`src/rtl/mandelbrot_escape_time_macros.svh`:
```
// assertion macros shared by the escape time engine
// clock and reset are the house port names
`ifndef MANDELBROT_ESCAPE_TIME_MACROS_SVH
`define MANDELBROT_ESCAPE_TIME_MACROS_SVH

`ifndef ASSERT_OFF
// checked property, off while reset is high
`define MBE_ASSERT(label, prop, msg) \
   label: assert property (@(posedge clock) disable iff (reset) prop) else $error(msg);
// checked property, also during reset
`define MBE_ASSERT_ALWAYS(label, prop, msg) \
   label: assert property (@(posedge clock) prop) else $error(msg);
`else
`define MBE_ASSERT(label, prop, msg)
`define MBE_ASSERT_ALWAYS(label, prop, msg)
`endif

`endif

```
`src/rtl/mbe_pkg.sv`:
```
`timescale 1ns / 1ps
`default_nettype none

package mbe_pkg;

   // fixed field widths
   localparam int COORD_W    = 32;
   localparam int STEP_W     = 31;
   localparam int ITER_W     = 16;
   localparam int DIM_W      = 13;
   localparam int PIX_W      = 12;
   localparam int PROD_W     = 64;
   localparam int SUM_W      = 45;
   localparam int CSR_IDX_W  = 3;
   localparam int CSR_DATA_W = 32;

   // frame sizes above this count as this
   localparam int MAX_DIM = 4096;

   // default width of the iteration counter
   localparam int ITER_BITS_DEF = 16;

   // register indexes
   localparam logic [CSR_IDX_W-1:0] CSR_LEFT_EDGE    = 3'd0;
   localparam logic [CSR_IDX_W-1:0] CSR_TOP_EDGE     = 3'd1;
   localparam logic [CSR_IDX_W-1:0] CSR_STEP_X       = 3'd2;
   localparam logic [CSR_IDX_W-1:0] CSR_STEP_Y       = 3'd3;
   localparam logic [CSR_IDX_W-1:0] CSR_MAX_ITER     = 3'd4;
   localparam logic [CSR_IDX_W-1:0] CSR_FRAME_WIDTH  = 3'd5;
   localparam logic [CSR_IDX_W-1:0] CSR_FRAME_HEIGHT = 3'd6;

   // register reset values
   localparam logic signed [COORD_W-1:0] EDGE_RST  = -32'sd536870912;
   localparam logic [STEP_W-1:0]         STEP_RST  = 31'd2796202;
   localparam logic [ITER_W-1:0]         ITER_RST  = 16'd64;
   localparam logic [DIM_W-1:0]          FRAME_RST = 13'd600;

   // 4.0 in Q8.56
   localparam logic [PROD_W-1:0] ESCAPE_LIMIT = 64'h0400_0000_0000_0000;

   // controller to datapath
   typedef struct packed {
      logic load_in;
      logic map_coord;
      logic set_point;
      logic mult;
      logic step;
      logic load_out;
   } mbe_cmd_type;

   // datapath to controller
   typedef struct packed {
      logic at_limit;
      logic escaped;
   } mbe_sts_type;

   // clip a wide signed sum to the Q4.28 range
   function automatic logic signed [COORD_W-1:0] sat_coord(input logic signed [SUM_W-1:0] v);
      logic signed [COORD_W-1:0] r;
      if ((&v[SUM_W-1:COORD_W-1]) || !(|v[SUM_W-1:COORD_W-1])) begin
         r = v[COORD_W-1:0];
      end else if (v[SUM_W-1]) begin
         r = 32'sh8000_0000;
      end else begin
         r = 32'sh7FFF_FFFF;
      end
      return r;
   endfunction

endpackage

`default_nettype wire

```
`src/rtl/mbe_ctrl.sv`:
```
`timescale 1ns / 1ps
`default_nettype none
`include "mandelbrot_escape_time_macros.svh"

module mbe_ctrl (
   input  wire                          clock,
   input  wire                          reset,
   input  wire                          req_valid,
   output logic                         req_stall,
   output logic                         rsp_valid,
   input  wire                          rsp_stall,
   input  wire mbe_pkg::mbe_sts_type    sts,
   output mbe_pkg::mbe_cmd_type         cmd
);

   localparam logic [2:0] S_IDLE = 3'd0;
   localparam logic [2:0] S_MAP  = 3'd1;
   localparam logic [2:0] S_CSET = 3'd2;
   localparam logic [2:0] S_MUL  = 3'd3;
   localparam logic [2:0] S_UPD  = 3'd4;
   localparam logic [2:0] S_FIN  = 3'd5;

   logic [2:0] state_ff, state_in;
   logic       rsp_valid_ff, rsp_valid_in;
   logic       out_free;

   // output register can take a word when empty or being drained
   assign out_free = !rsp_valid_ff || !rsp_stall;

   // sequencer
   always_comb begin
      state_in = state_ff;
      cmd      = '0;
      case (state_ff)
         S_IDLE: begin
            if (req_valid) begin
               cmd.load_in = 1'b1;
               state_in    = S_MAP;
            end
         end
         S_MAP: begin
            cmd.map_coord = 1'b1;
            state_in      = S_CSET;
         end
         S_CSET: begin
            cmd.set_point = 1'b1;
            state_in      = S_MUL;
         end
         S_MUL: begin
            if (sts.at_limit) begin
               state_in = S_FIN;
            end else begin
               cmd.mult = 1'b1;
               state_in = S_UPD;
            end
         end
         S_UPD: begin
            if (sts.escaped) begin
               state_in = S_FIN;
            end else begin
               cmd.step = 1'b1;
               state_in = S_MUL;
            end
         end
         S_FIN: begin
            if (out_free) begin
               cmd.load_out = 1'b1;
               state_in     = S_IDLE;
            end
         end
         default: begin
            state_in = S_IDLE;
         end
      endcase
   end

   // result valid flag
   always_comb begin
      rsp_valid_in = rsp_valid_ff && rsp_stall;
      if (cmd.load_out) begin
         rsp_valid_in = 1'b1;
      end
   end

   always_ff @(posedge clock) begin
      if (reset) begin
         state_ff     <= S_IDLE;
         rsp_valid_ff <= 1'b0;
      end else begin
         state_ff     <= state_in;
         rsp_valid_ff <= rsp_valid_in;
      end
   end

   assign req_stall = (state_ff != S_IDLE);
   assign rsp_valid = rsp_valid_ff;

   // an accepted word always goes on to the mapping step
   `MBE_ASSERT(a_accept_to_map, req_valid && !req_stall |=> state_ff == S_MAP, "accept did not start mapping")
   // never overwrite a result that is still waiting
   `MBE_ASSERT(a_no_overwrite, cmd.load_out |-> !rsp_valid_ff || !rsp_stall, "pending result overwritten")
   // an update is only reached below the limit and straight after a multiply
   `MBE_ASSERT(a_upd_below_limit, state_ff == S_UPD |-> !sts.at_limit && $past(state_ff) == S_MUL, "update past the limit")
   // reset leaves the engine idle with no result
   `MBE_ASSERT_ALWAYS(a_reset_idle, reset |=> state_ff == S_IDLE && !rsp_valid_ff, "reset did not clear control")

endmodule

`default_nettype wire
```
`config.mk`:
```
export PLATFORM = sky130hd
export DESIGN_NAME = mbe_ctrl
export DESIGN_NICKNAME = d
export VERILOG_FILES = /design/src/rtl/mbe_pkg.sv /design/src/rtl/mbe_ctrl.sv
export VERILOG_INCLUDE_DIRS = /design/src /design/src/rtl
export SDC_FILE = /design/constraint.sdc
export NUM_CORES = 1
export LEC_CHECK = 0
export ABC_AREA = 1
export BUFFER_PORTS_ARGS = -buffer_cell sky130_fd_sc_hd__buf_2
export CAP_MARGIN = 20
export CORE_AREA = 3 3 40 42
export DETAILED_ROUTE_END_ITERATION = 8
export DIE_AREA = 0 0 43 45
export GPL_ROUTABILITY_DRIVEN = 0
export GPL_TIMING_DRIVEN = 1
export MAX_ROUTING_LAYER = met4
export PLACE_DENSITY = 0.37
export SYNTH_ARGS = -nofsm -noshare
export SYNTH_HDL_FRONTEND = slang
export SYNTH_SLANG_ARGS = --single-unit
```
`constraint.sdc`:
```
create_clock -name clock -period 0.8 [get_ports clock]
set_input_delay 0.08 -clock clock [delete_from_list [all_inputs] [get_ports clock]]
set_output_delay 0.08 -clock clock [all_outputs]
set_load 0.02 [all_outputs]
```
==> summary.txt <==
I/O Buffers: 13
Synth cell types: 10
clock root cell: clkbuf_4
final setup vio count: 11
Netlist Area Pre-Place: 229 um2
Clock Latency Late Sink: 0.23 ns
Worst EP required: 0.72 ns
max_cap viols: 0
FF-to-FF path depth: 7
crit-path max cell delay: 0.36 ns
number of CTS-inserted buffers: 3
H-Tree Depth: 1
die area: 1940 um2
WHS Endpoint: state_ff[2]
vias: 289
Crit-path slowest cell: dfxtp_4
crit path time final: 1.11 ns
Syn Area/Cell: 6.36 um2
final instance area: 474 um2
RSZ-0062 raised after global routing: true
num ports: 14
Worst Tran Pin Value: 0.132 ns
Pwr Total: 0.836 mW
worst-path cell chain: nor2_4 -> nand2_2 -> nor2_4 -> buf_6
register area: 92.6 um2
Worst Setup End Kind: primary output
clock tree buffer depth: 2
Yosys reg bits: 4
critical path class: reg2out
ANT nets after route: 0
post-DR wirelength/cell: 8.92 um
antenna violations before repair: 0
Fin Hold WS: 0.0432 ns
most used cell, CP: nor2_4
pin count of the biggest net entering global routing: 8
area of the core: 1280 um2
chip height: 45 um
DR iter-0 viols: 2
Layout Utilization: 36.9%
CTS tree: yes
Cell Area, Placed: 349 um2
final net count: 64
Layout Cells excl Fill: 72
Final HPWL DP: 508 um
Worst Hold Launch: reset
Worst Path Max Fanout: 7
synth warn: 0
Max-slew headroom: 91.1%
clock-pin slew on the worst setup and hold paths: 0.04 ns
pins over their slew limit: 0
clock sink count: 4
Setup crit start: state_ff[0]
Ant. Diodes: 0
via/cell ratio: 4.01
Final Cycle Share: 139%
power per cell area: 1760 nW/um2
Final WS setup: -0.313 ns
Crit Reg-Reg Endpoint: state_ff[2]
Detailed Route WL: 642 um
maximum vdd drop: 0.545 mV
critical path launch point type: register
Static Leakage: 0.222 nW
status: complete, but fails checks
R2R setup slack: -0.24 ns
first-pass GRT wire length: 1100 um
sequential share of the synthesized area: 35.0%
fillers: 143
syn nets: 42
HP Class: in2reg
GRT overflow: 0
# hold bufs at CTS: 0
initial core utilization: 17.8%
die width: 43 um
Max Fclk: 0.899 GHz
footprint of the multi-input gates: 163 um2
row count: 13
failing checks: setup timing
worst hold stages: 2
TNS Setup: -2.37 ns
GRT Overall Usage: 8.05%
pre-CTS WS: -0.114 ns
vias in the first global route: 286
Final Hold Fails: 0
Layout area overhead: 107%
TritonRoute pass-1 iters: 3
Critical R2R Launch: state_ff[1]
DR DRC count: 0
placed insts: 65
CP arrival: 1.03 ns
layout cells sized above 1: 66.7%
Worst Clk Skew: 0.00263 ns
Synth Instances: 36
report_power, final:
| part | internal [mW] | switching, mW |
|---|---|---|
| logic | 0.143 | 0.154 |
| clock network | 0.188 | 0.0895 |
| registers | 0.221 | 0.0417 |
| total | 0.551 | 0.285 |
placed cells by master, fill, tap and decap left out, drive strengths merged:
cell type	count
inv	8
nand3	8
a31oi	2
clkbuf	4
dfxtp	4
o21ai	1
buf	17
a21oi	2
nand2	4
nor2	7
flip-flops by register name (all words and copies together) (netlist names):
register	flops
state_ff	3
rsp_valid	1
logic make-up after synthesis:
logic type | Yosys count | synth area share (%)
AO/OA/AOI/OAI | 5 | 12.0
buffers and inverters | 8 | 13.1
flip-flops | 4 | 35.0
AND/OR/NAND/NOR | 19 | 39.9
timing repair:
action,CTS,global route
buffers inserted,2,1
endpoints found under the setup margin,11,12
resized for setup,14,11
pin swaps,3,4
final cells by class:
class,instances,area share (%)
clock buffers,4,5.54
inverters,8,7.39
multi-input cells,24,34.3
flip-flops and latches,4,19.5
well taps,15,3.96
repair buffers,17,29.3
worst max path at each step:
stage and end:
4_1_cts cmd[5], 5_1_grt cmd[2], 2_1_floorplan cmd[5], 3_5_place_dp cmd[1]
6_report cmd[5], 3_3_place_gp cmd[1]
metal layers:
metal  vias to the layer above  GRT usage, %  wire length [um]
li1                        158             -                 -
met1                       121          8.89               310
met2                        10          11.4               291
met3                         0          2.79                40
met4                         0          7.23                 0
met5                         -             -                 0
worst max-delay path: cells and delay by family, from the launching register on:
kind	cells	cell delay (ns)
buf+inv	1	0.12
simple gates	3	0.33
flops	1	0.36
Yosys cell counts (all sizes together):
cell	n	area [um2]
a21oi	2	10.0
a31oi	2	12.5
dfxtp	4	80.1
inv	8	30.0
nand2	4	15.0
nand3	8	45.0
nor2	7	31.3
o21ai	1	5.00
(Power assumes the default switching activity.)
